`src/hdl/tcw_pkg.sv`:
```
`timescale 1ns / 1ps
package tcw_pkg;

  // Fixed field widths of the console ports
  localparam int ATTR_W    = 8;
  localparam int CHAR_W    = 8;
  localparam int CELL_W    = 16;
  localparam int RD_ROW_W  = 5;
  localparam int RD_COL_W  = 7;
  localparam int CUR_LIN_W = 11;
  localparam int CUR_ROW_W = 5;
  localparam int CUR_COL_W = 7;

  localparam logic [ATTR_W-1:0] ATTR_RESET = 8'h0f;

  // Control bytes
  localparam logic [CHAR_W-1:0] CH_BS    = 8'h08;
  localparam logic [CHAR_W-1:0] CH_TAB   = 8'h09;
  localparam logic [CHAR_W-1:0] CH_LF    = 8'h0a;
  localparam logic [CHAR_W-1:0] CH_VT    = 8'h0b;
  localparam logic [CHAR_W-1:0] CH_FF    = 8'h0c;
  localparam logic [CHAR_W-1:0] CH_CR    = 8'h0d;
  localparam logic [CHAR_W-1:0] CH_SPACE = 8'h20;

  typedef enum logic {
    OP_PUT  = 1'b0,
    OP_READ = 1'b1
  } op_t;

  // Controller to datapath
  typedef struct packed {
    logic accept;       // latch the incoming item
    logic scroll_init;  // start a scroll: clear sweep, pin cursor row
    logic copy;         // one step of the row copy
    logic fill;         // one blank write of the fill sweep
    logic exec;         // apply the byte or issue the cell read
    logic rdata;        // capture read data
    logic load;         // load the result register
  } dp_cmd_t;

  // Datapath to controller
  typedef struct packed {
    logic need_scroll;
    logic copy_last;
    logic fill_last;
    logic is_read;
    logic is_ff;
  } dp_sts_t;

endpackage

```
`src/hdl/tcw_ctrl.sv`:
```
`timescale 1ns / 1ps
module tcw_ctrl (
  input  logic              clk,
  input  logic              rst_n,
  input  logic              in_valid,
  output logic              in_stall,
  output logic              out_valid,
  input  logic              out_stall,
  output tcw_pkg::dp_cmd_t  cmd,
  input  tcw_pkg::dp_sts_t  sts
);
  import tcw_pkg::*;

  typedef enum logic [5:0] {
    S_IDLE  = 6'b000001,
    S_COPY  = 6'b000010,
    S_FILL  = 6'b000100,
    S_EXEC  = 6'b001000,
    S_RDATA = 6'b010000,
    S_DONE  = 6'b100000
  } state_t;

  state_t state_r, state_nxt;
  logic   exec_after_fill_r, exec_after_fill_nxt;
  logic   out_valid_r, out_valid_nxt;

  assign in_stall  = (state_r != S_IDLE);
  assign out_valid = out_valid_r;

  always_comb begin
    cmd                 = '0;
    state_nxt           = state_r;
    exec_after_fill_nxt = exec_after_fill_r;
    unique case (state_r)
      S_IDLE: begin
        if (in_valid) begin
          cmd.accept = 1'b1;
          if (sts.need_scroll) begin
            cmd.scroll_init     = 1'b1;
            exec_after_fill_nxt = 1'b1;
            state_nxt           = S_COPY;
          end else begin
            state_nxt = S_EXEC;
          end
        end
      end
      S_COPY: begin
        cmd.copy = 1'b1;
        if (sts.copy_last) begin
          state_nxt = S_FILL;
        end
      end
      S_FILL: begin
        cmd.fill = 1'b1;
        if (sts.fill_last) begin
          state_nxt = exec_after_fill_r ? S_EXEC : S_DONE;
        end
      end
      S_EXEC: begin
        cmd.exec = 1'b1;
        if (sts.is_read) begin
          state_nxt = S_RDATA;
        end else if (sts.is_ff) begin
          exec_after_fill_nxt = 1'b0;
          state_nxt           = S_FILL;
        end else begin
          state_nxt = S_DONE;
        end
      end
      S_RDATA: begin
        cmd.rdata = 1'b1;
        state_nxt = S_DONE;
      end
      S_DONE: begin
        if (!out_valid_r || !out_stall) begin
          cmd.load  = 1'b1;
          state_nxt = S_IDLE;
        end
      end
      default: begin
        state_nxt = S_IDLE;
      end
    endcase
  end

  always_comb begin
    out_valid_nxt = out_valid_r;
    if (cmd.load) begin
      out_valid_nxt = 1'b1;
    end else if (!out_stall) begin
      out_valid_nxt = 1'b0;
    end
  end

  always_ff @(posedge clk) begin
    if (!rst_n) begin
      state_r           <= S_IDLE;
      exec_after_fill_r <= 1'b0;
      out_valid_r       <= 1'b0;
    end else begin
      state_r           <= state_nxt;
      exec_after_fill_r <= exec_after_fill_nxt;
      out_valid_r       <= out_valid_nxt;
    end
  end

endmodule

```
`config.mk`:
```
export PLATFORM = sky130hd
export DESIGN_NAME = tcw_ctrl
export DESIGN_NICKNAME = d
export VERILOG_FILES = /design/src/hdl/tcw_pkg.sv /design/src/hdl/tcw_ctrl.sv
export SDC_FILE = /design/constraint.sdc
export NUM_CORES = 1
export LEC_CHECK = 0
export BUFFER_PORTS_ARGS = -buffer_cell sky130_fd_sc_hd__buf_2
export CAP_MARGIN = 20
export CORE_AREA = 2 2 39 41
export CTS_BUF_LIST = sky130_fd_sc_hd__clkbuf_16
export DETAILED_ROUTE_END_ITERATION = 16
export DIE_AREA = 0 0 41 43
export GPL_ROUTABILITY_DRIVEN = 0
export GPL_TIMING_DRIVEN = 0
export MAX_ROUTING_LAYER = met4
export PLACE_DENSITY = 0.68
export SETUP_SLACK_MARGIN = 0.5
export SYNTH_ARGS = -nofsm -noshare
export SYNTH_HDL_FRONTEND = slang
export SYNTH_SLANG_ARGS = --single-unit
```
`constraint.sdc`:
```
create_clock -name clk -period 2.25 [get_ports clk]
set_input_delay 0.1125 -clock clk [delete_from_list [all_inputs] [get_ports clk]]
set_output_delay 0.1125 -clock clk [all_outputs]
set_load 0.02 [all_outputs]
```
# After elaboration in Yosys (flattened, before gate mapping)
# Cells that the tools add are included.
dict set report totals {
  output_inout_bits 9
  regBits 8
  in_bits 9
}
dict set report classes {
  n_reduce_logical 6
  mux 25
  n_eq_ne 15
}
# operator count
set ops {}
lappend ops {{$mux 6} 7}
lappend ops {{$pmux 6 s6} 1}
lappend ops {{$ne 2x2->1 const B} 7}
lappend ops {{$mux 1} 13}
lappend ops {{$eq 6x1->1 const B} 1}
lappend ops {{$eq 6x2->1 const B} 1}
lappend ops {{$eq 6x3->1 const B} 1}
lappend ops {{$eq 6x4->1 const B} 1}
lappend ops {{$eq 6x5->1 const B} 1}
lappend ops {{$eq 6x6->1 const B} 1}
lappend ops {{$ne 6x1->1 const B} 1}
lappend ops {{$reduce_and 5->1} 1}
lappend ops {{$mux 2} 2}
lappend ops {{$mux 4} 1}
lappend ops {{$reduce_and 4->1} 1}
lappend ops {{$logic_not 1->1} 2}
lappend ops {{$ne 2x1->1 const B} 1}
lappend ops {{$pmux 1 s2} 1}
lappend ops {{$reduce_bool 2->1} 1}
lappend ops {{$logic_or 1x1->1} 1}

# Longest topological paths before layout
# Gate-level depths: netlist (run 1).
dict set report depth {
  depth_word 5
  mapped_depth 6
  depth_no_buf 5
}

# Worst setup path before layout (run 1)
# OpenSTA, ideal clock, no wires.
dict set report synth_timing {
  path_type {reg2reg}
  start {register state_r[0]}
  end {register state_r[2]}
  stages_incl_launch_ff 6
  required_time_ns 2.191
  arrival_time_ns 1.937
  period_less_slack_ns 1.996
  slack_ns 0.254
  cell_sequence {dfxtp_1 > buf_6 > or4_4 > or4_4 > a2111oi_2 > o21a_1}
}
dict set report synth_via {
  elab_chain_cells 3
  elab_cells_between_ends 12
}
# item line_no
set synth_lines {}
lappend synth_lines {{start, declared} tcw_ctrl.sv:23} ;# state_t state_r, state_nxt;
lappend synth_lines {{start signal, assigned} tcw_ctrl.sv:101} ;# state_r <= state_nxt;
lappend synth_lines {{$eq 6x6->1, or another cell as far along} tcw_ctrl.sv:34} ;# unique case (state_r)
lappend synth_lines {{$ne 2x2->1 (no line)} --}
lappend synth_lines {{$reduce_and 4->1 (no line)} --}
# Parallel ways exist; a longest one is shown, timed or not.
# A chain may end at the register's enable or synchronous reset.

# Worst setup path after layout (run 1)
# Same ends and word-level chain as after synthesis.

==> summary.md, run 1 <==
| Metric | Value |
|---|---|
| Outcome | `completed` |
| Ratio of cells with drive above 1 in the final layout | `43.2%` |
| # fillers | `109` |
| Total GRT Usage | `20.7%` |
| Register area share after synthesis | `28.8%` |
| Relative slew slack | `55.2%` |
| Setup crit start kind | `flip-flop` |
| Die area | `1760 um^2` |
| CP required | `2.43 ns` |
| Seq cells post-synth | `8` |
| Post-route insts no fill | `111` |
| Initial antenna violation count | `0` |
| Vias/cell | `5.50` |
| Initial Util | `40.2%` |
| Clock Skews | `0.00115 ns` |
| Std cell rows | `14` |
| Fin crit share | `89.4%` |
| Int Pwr | `518 uW` |
| DP HPWL | `963 um` |
| Gr ovfl total | `0` |
| DR vias | `610` |
| Clk Latency, worst-skew pair | `0.23 ns` |
| Register share of total power | `22.5%` |
| Synth warnings | `0` |
| Leakage | `0.402 nW` |
| Clock share of power | `40.2%` |
| CP endpoint kind | `flip-flop` |
| First-pass GRT wire length | `2410 um` |
| I/O Buffers | `16` |
| Synthesized net count | `78` |
| Hold crit path type | `in2reg` |
| Setup Viol. Count Final | `0` |
| Psw | `227 uW` |
| Area contributors post-synth | `dfxtp_1 (29%), nor3b_1 (5.4%), o21a_1 (5.4%)` |
| Total power | `745 uW` |
| Post-synthesis area per instance | `8.07 um^2` |
| Fin. max-slew vios | `0` |
| Initial detailed-routing violation count | `20` |
| Number of synthesized flops with an enable pin | `0` |
| Net count, final | `106` |
| FF+latch area | `161 um^2` |
| Worst Path Arrival | `2.19 ns` |
| Final core occ | `63.0%` |
| Leading cell type by number of instances after synthesis | `dfxtp_1` |
| Fin crit period | `2.01 ns` |
| H-tree levels | `1` |
| Post-synth cell types | `31` |
| Post-synth top cells | `dfxtp_1 (8), inv_1 (5), nand2_1 (5)` |
| Dpl cells | `101` |
| CTS tree | `built` |
| Area of the multi-input gates | `398 um^2` |
| Share of the synthesized area in the top cell type | `28.8%` |
| N_diodes | `0` |
| Area grow syn2layout | `56.6%` |
| CTS clk-pin slew, worst paths | `0.04 ns` |
| Crit Path Class | `reg2reg` |
| Final hold vios | `0` |
| Combinational power share | `37.3%` |
| Drt drc | `0` |
| Core Area | `1380 um^2` |
| Post-route ant nets | `0` |
| Predominant post-synthesis flop cell | `dfxtp_1` |
| Drt wl/cell | `13.2 um` |
| Ys async rst share | `0%` |
| Num ports | `18` |
| Area leader, netlist | `dfxtp_1` |
| Clk root buf | `clkbuf_16` |
| Final std cell area, no fill | `872 um^2` |
| Max-cap violation count | `0` |
| Maximum root-to-sink buffer count | `2` |
| Die Y | `43 um` |
| Vias in the first global route | `551` |
| Largest net degree at the start of global routing | `11` |
| Unrepaired setup endpoints after global routing | `yes` |
| Cts bufs inserted | `3` |
| Critical path peak fanout | `4` |
| VDD IR-drop max | `0.489 mV` |
| Mapped cell area | `557 um^2` |
| Post-Syn Instances | `69` |
| Drt pass-1 iters | `4` |
| Routed wire length | `1470 um` |
| Setup TNS | `0 ns` |
| Power Dens Cells | `855 nW/um^2` |
| Worst Tran Pin Value | `0.667 ns` |
| Die width | `41 um` |
| Switching part of the total | `30.5%` |
| Clock sink count | `8` |
| Fmax | `497 MHz` |
| DP Area | `674 um^2` |
power by group through the flow:
stage | clock (mW) | combinational [mW] | sequential [mW]
after global placement | 0 | 0.213 | 0.168
after global routing | 0.313 | 0.303 | 0.169
after CTS | 0.300 | 0.266 | 0.167
after detailed placement | 0 | 0.213 | 0.168
final | 0.300 | 0.278 | 0.168
after floorplan | 0 | 0.167 | 0.166
routing by layer:
layer | up-vias | part of all wire [%] | GRT usage [%]
li1 | 307 | - | -
met1 | 276 | 44 | 30.0
met2 | 25 | 48 | 28.1
met3 | 2 | 6.2 | 1.57
met4 | 0 | 1.4 | 10.0
met5 | - | 0 | -
path summary, 6_finish.rpt:
kind,endpoint,slack (ns),cells after the start,startpoint
hold / removal,state_r[4]$_SDFFE_PN0P_,0.13,2,sts[1]
setup / recovery,state_r[2]$_SDFFE_PN0P_,0.24,5,state_r[0]$_SDFFE_PN1P_
hold reg to reg,exec_after_fill_r$_SDFFE_PN0P_,0.48,2,exec_after_fill_r$_SDFFE_PN0P_
setup reg to reg,state_r[2]$_SDFFE_PN0P_,0.24,5,state_r[0]$_SDFFE_PN1P_
sequential cells by signal, indices dropped and copies added (netlist names):
signal	count
state_r	6
out_valid	1
exec_after_fill_r	1
cell families (layout without fill, tap and decap cells):
kind of cell              Yosys count  in the layout  synth area share [%]
AOI/OAI and AO/OA                  15             15                  21.1
muxes                               1              1                  1.80
xor gates and xnor gates            1              1                  1.57
buffers and inverters              11             37                  9.44
DFF                                 8              8                  28.8
and+or+nand+nor                    33             33                  37.3
final cells by class:
class | count | area share, %
repair buffers | 23 | 17.5
multi-input cells | 50 | 45.6
well taps | 16 | 2.30
plain buffers | 6 | 5.31
flip-flops and latches | 8 | 18.5
clock buffers | 3 | 8.61
inverters | 5 | 2.15
per-stage QoR:
| step | hold slack (ns) | setup slack [ns] |
|---|---|---|
| after global placement | 0.368 | 0.00525 |
| after global routing | 0.162 | 0.180 |
| final | 0.135 | 0.239 |
| after CTS | 0.135 | 0.256 |
| after floorplan | 0.258 | 0.310 |
| after detailed placement | 0.371 | -0.0396 |
worst max-delay path, stage by stage (launching register included):
cell       delay (ns)
dfxtp_1          0.30
buf_6            0.12
or4_4            0.54
or4_4            0.56
a2111oi_4        0.30
o21a_1           0.14
timing repair:
| action | in CTS | in global routing |
|---|---|---|
| setup endpoints to repair | 10 | 10 |
| gates cloned | 0 | 0 |
| hold buffers | 0 | 0 |
| pin swaps | 3 | 0 |
| gates resized for setup | 14 | 7 |
| buffers inserted | 6 | 1 |
placed cells by master (no fill, tap or decap), drive strengths merged:
cell type | netlist | final
a2111oi | 1 | 1
a211oi | 1 | 1
a21boi | 2 | 2
a21oi | 1 | 1
a41oi | 1 | 1
and2b | 1 | 1
and3 | 4 | 4
buf | 3 | 28
clkbuf | 3 | 4
dfxtp | 8 | 8
inv | 5 | 5
mux2i | 1 | 1
nand2 | 5 | 5
nand2b | 1 | 1
nor2 | 4 | 4
nor2b | 2 | 2
nor3 | 3 | 3
nor3b | 4 | 4
nor4 | 3 | 3
nor4b | 1 | 1
o21a | 4 | 4
o21ai | 2 | 2
o2bb2ai | 1 | 1
o311a | 1 | 1
o31ai | 1 | 1
or3 | 1 | 1
or4 | 4 | 4
xor2 | 1 | 1
No activity file was read; power rests on OpenSTA's default activity.
==> run 2: changes to the inputs <==
--- a/config.mk
+++ b/config.mk
@@ -7,14 +7,12 @@
 export LEC_CHECK = 0
 export BUFFER_PORTS_ARGS = -buffer_cell sky130_fd_sc_hd__buf_2
 export CAP_MARGIN = 20
-export CORE_AREA = 2 2 39 41
+export CORE_AREA = 2 2 51 53
 export CTS_BUF_LIST = sky130_fd_sc_hd__clkbuf_16
 export DETAILED_ROUTE_END_ITERATION = 16
-export DIE_AREA = 0 0 41 43
+export DIE_AREA = 0 0 53 55
 export GPL_ROUTABILITY_DRIVEN = 0
 export GPL_TIMING_DRIVEN = 0
-export MAX_ROUTING_LAYER = met4
-export PLACE_DENSITY = 0.68
 export SETUP_SLACK_MARGIN = 0.5
 export SYNTH_ARGS = -nofsm -noshare
 export SYNTH_HDL_FRONTEND = slang
==> summary.md, run 2 (synthesis results as in run 1) <==
| Metric | Value |
|---|---|
| CP required | `2.38 ns` |
| Most common cell after layout, fill and taps aside | `buf_2` |
| Vias/cell | `4.80` |
| Worst hold path cell count | `2` |
| Setup TNS | `0 ns` |
| Reg2Reg Launch Point | `state_r[0]$_SDFFE_PN1P_` |
| Fin. max-slew vios | `0` |
| R2r setup slk | `0.25 ns` |
| Area grow syn2layout | `74.4%` |
| Worst Path Arrival | `2.13 ns` |
| Tightest hold margin | `0.153 ns` |
| Leakage | `0.431 nW` |
| Worst-case hold path end point | `state_r[4]$_SDFFE_PN0P_` |
| Num ports | `18` |
| Gr ovfl total | `0` |
| Place WS | `0.119 ns` |
| Initial antenna violation count | `0` |
| Combinational power share | `40.5%` |
| Ratio of cells with drive above 1 in the final layout | `51.0%` |
| Total GRT Usage | `11.8%` |
| CP bufs+invs | `4` |
| Clock share of power | `38.3%` |
| Std cell rows | `18` |
| Final hold vios | `0` |
| N_diodes | `0` |
| CTS clk-pin slew, worst paths | `0.04 ns` |
| Post-route ant nets | `0` |
| Fin crit share | `89.0%` |
| VDD IR-drop max | `0.379 mV` |
| Unrepaired setup endpoints after global routing | `yes` |
| Die Y | `55 um` |
| Vias in the first global route | `566` |
| Routed wire length | `1620 um` |
| Hold crit path type | `in2reg` |
| DR vias | `614` |
| Top Metal Used | `met4` |
| Final std cell area, no fill | `971 um^2` |
| Net count, final | `109` |
| Metal-1 WL | `676 um` |
| Crit-path max cell delay | `0.53 ns` |
| Initial detailed-routing violation count | `11` |
| Clk root buf | `clkbuf_16` |
| Max reg flops | `6` |
| Cts bufs inserted | `3` |
| Crit-path slowest cell | `or4_4` |
| Largest net degree at the start of global routing | `11` |
| Die area | `2920 um^2` |
| DP HPWL | `1080 um` |
| WL met2 | `866 um` |
| Routed wl met3 | `28 um` |
| Worst Min Path Start | `sts[1]` |
| Core Area | `2360 um^2` |
| I/O Buffers | `16` |
| Outcome | `completed` |
| Clock sink count | `8` |
| Clk Latency, worst-skew pair | `0.23 ns` |
| Setup Viol. Count Final | `0` |
| Power Dens Cells | `809 nW/um^2` |
| CTS tree | `built` |
| Fmax | `499 MHz` |
| H-tree levels | `1` |
| Reg2Reg Depth | `8` |
| Capture point of the worst reg-to-reg path | `state_r[3]$_SDFFE_PN0P_` |
| Clock Skews | `0.000881 ns` |
| CP endpoint kind | `flip-flop` |
| Relative slew slack | `74.9%` |
| Max-cap violation count | `0` |
| Drt pass-1 iters | `4` |
| Critical path peak fanout | `4` |
| Maximum root-to-sink buffer count | `2` |
| Psw | `240 uW` |
| Cell family contributing the most delay on the critical path | `simple AND/OR/NAND/NOR gates` |
| Drt wl/cell | `12.6 um` |
| First-pass GRT wire length | `2460 um` |
| Initial Util | `23.5%` |
| DP Area | `692 um^2` |
| Total power | `785 uW` |
| Fin crit period | `2.00 ns` |
| Int Pwr | `545 uW` |
| Largest Register | `state_r` |
| Register share of total power | `21.2%` |
| Most frequent cells in the layout | `buf_2 (14), buf_4 (8), buf_6 (6), dfxtp_1 (6)` |
| Worst Tran Pin Value | `0.377 ns` |
| Die width | `53 um` |
| Switching part of the total | `30.6%` |
| Crit-path cells | `buf_6, or4_4, buf_4, buf_6, nor4_4, buf_4, nor3_4, and3_1` |
| Worst setup margin | `0.247 ns` |
| Setup crit start kind | `flip-flop` |
| Crit Path Class | `reg2reg` |
| Drt drc | `0` |
run 2: cell types whose count changed in the layout (fill, tap and decap cells not counted), moves of 2 or more:
cell	change
nor4_4	+2
nor4_2	-2
buf_2	-2
buf_8	+2
buf_4	+2
run 2: stage by stage:
stage / cells / utilization [%]
final: 128 / 41.1
after global routing: 128 / 41.1
after CTS: 124 / 37.5
after detailed placement: 115 / 29.3
after global placement: 115 / 29.3
after floorplan: 69 / -
run 2: cell type report:
| class | count | area (um^2) |
|---|---|---|
| buffer | 6 | 60.1 |
| clock buffer | 3 | 75.1 |
| fill | 227 | 1390 |
| inverter | 5 | 18.8 |
| multi-input combinational | 50 | 435 |
| sequential | 8 | 165 |
| tap | 30 | 37.5 |
| timing repair buffer | 26 | 179 |
run 2: worst register-to-register path, cell delays in order, from the launching register on:
cell and delay, ns:
dfxtp_1 0.30, buf_6 0.11, or4_4 0.53, buf_4 0.15, buf_6 0.11, nor4_4 0.27, buf_4 0.19, nor3_4 0.05
and3_1 0.18
run 2: worst max path at each step:
stage	from	to	slack, ns	cells past startpoint
after floorplan	state_r[0]$_SDFFE_PN1P_	state_r[2]$_SDFFE_PN0P_	0.31	5
after global placement	state_r[2]$_SDFFE_PN0P_	state_r[3]$_SDFFE_PN0P_	0.12	5
after detailed placement	state_r[2]$_SDFFE_PN0P_	state_r[0]$_SDFFE_PN1P_	0.12	5
after CTS	state_r[0]$_SDFFE_PN1P_	cmd[0]	0.29	6
after global routing	state_r[3]$_SDFFE_PN0P_	cmd[0]	0.21	6
final	state_r[0]$_SDFFE_PN1P_	state_r[3]$_SDFFE_PN0P_	0.25	8
run 2: timing repair:
action                                  4_1_cts  5_1_grt
pin swaps                                     1        3
resized for setup                            19       15
hold buffers                                  0        0
buffers inserted                              6        4
endpoints found under the setup margin       11        9
run 2: routing by layer:
layer,GRT usage (%),vias up
li1,-,308
met1,13.7,293
met2,19.8,8
met3,2.42,5
met4,7.69,0
met5,0,-
run 2: power groups by stage:
stage,registers (mW),logic [mW],clock network (mW)
6_report,0.167,0.318,0.300
3_3_place_gp,0.168,0.215,0
3_5_place_dp,0.169,0.218,0
4_1_cts,0.167,0.273,0.305
2_1_floorplan,0.166,0.167,0
5_1_grt,0.167,0.344,0.307
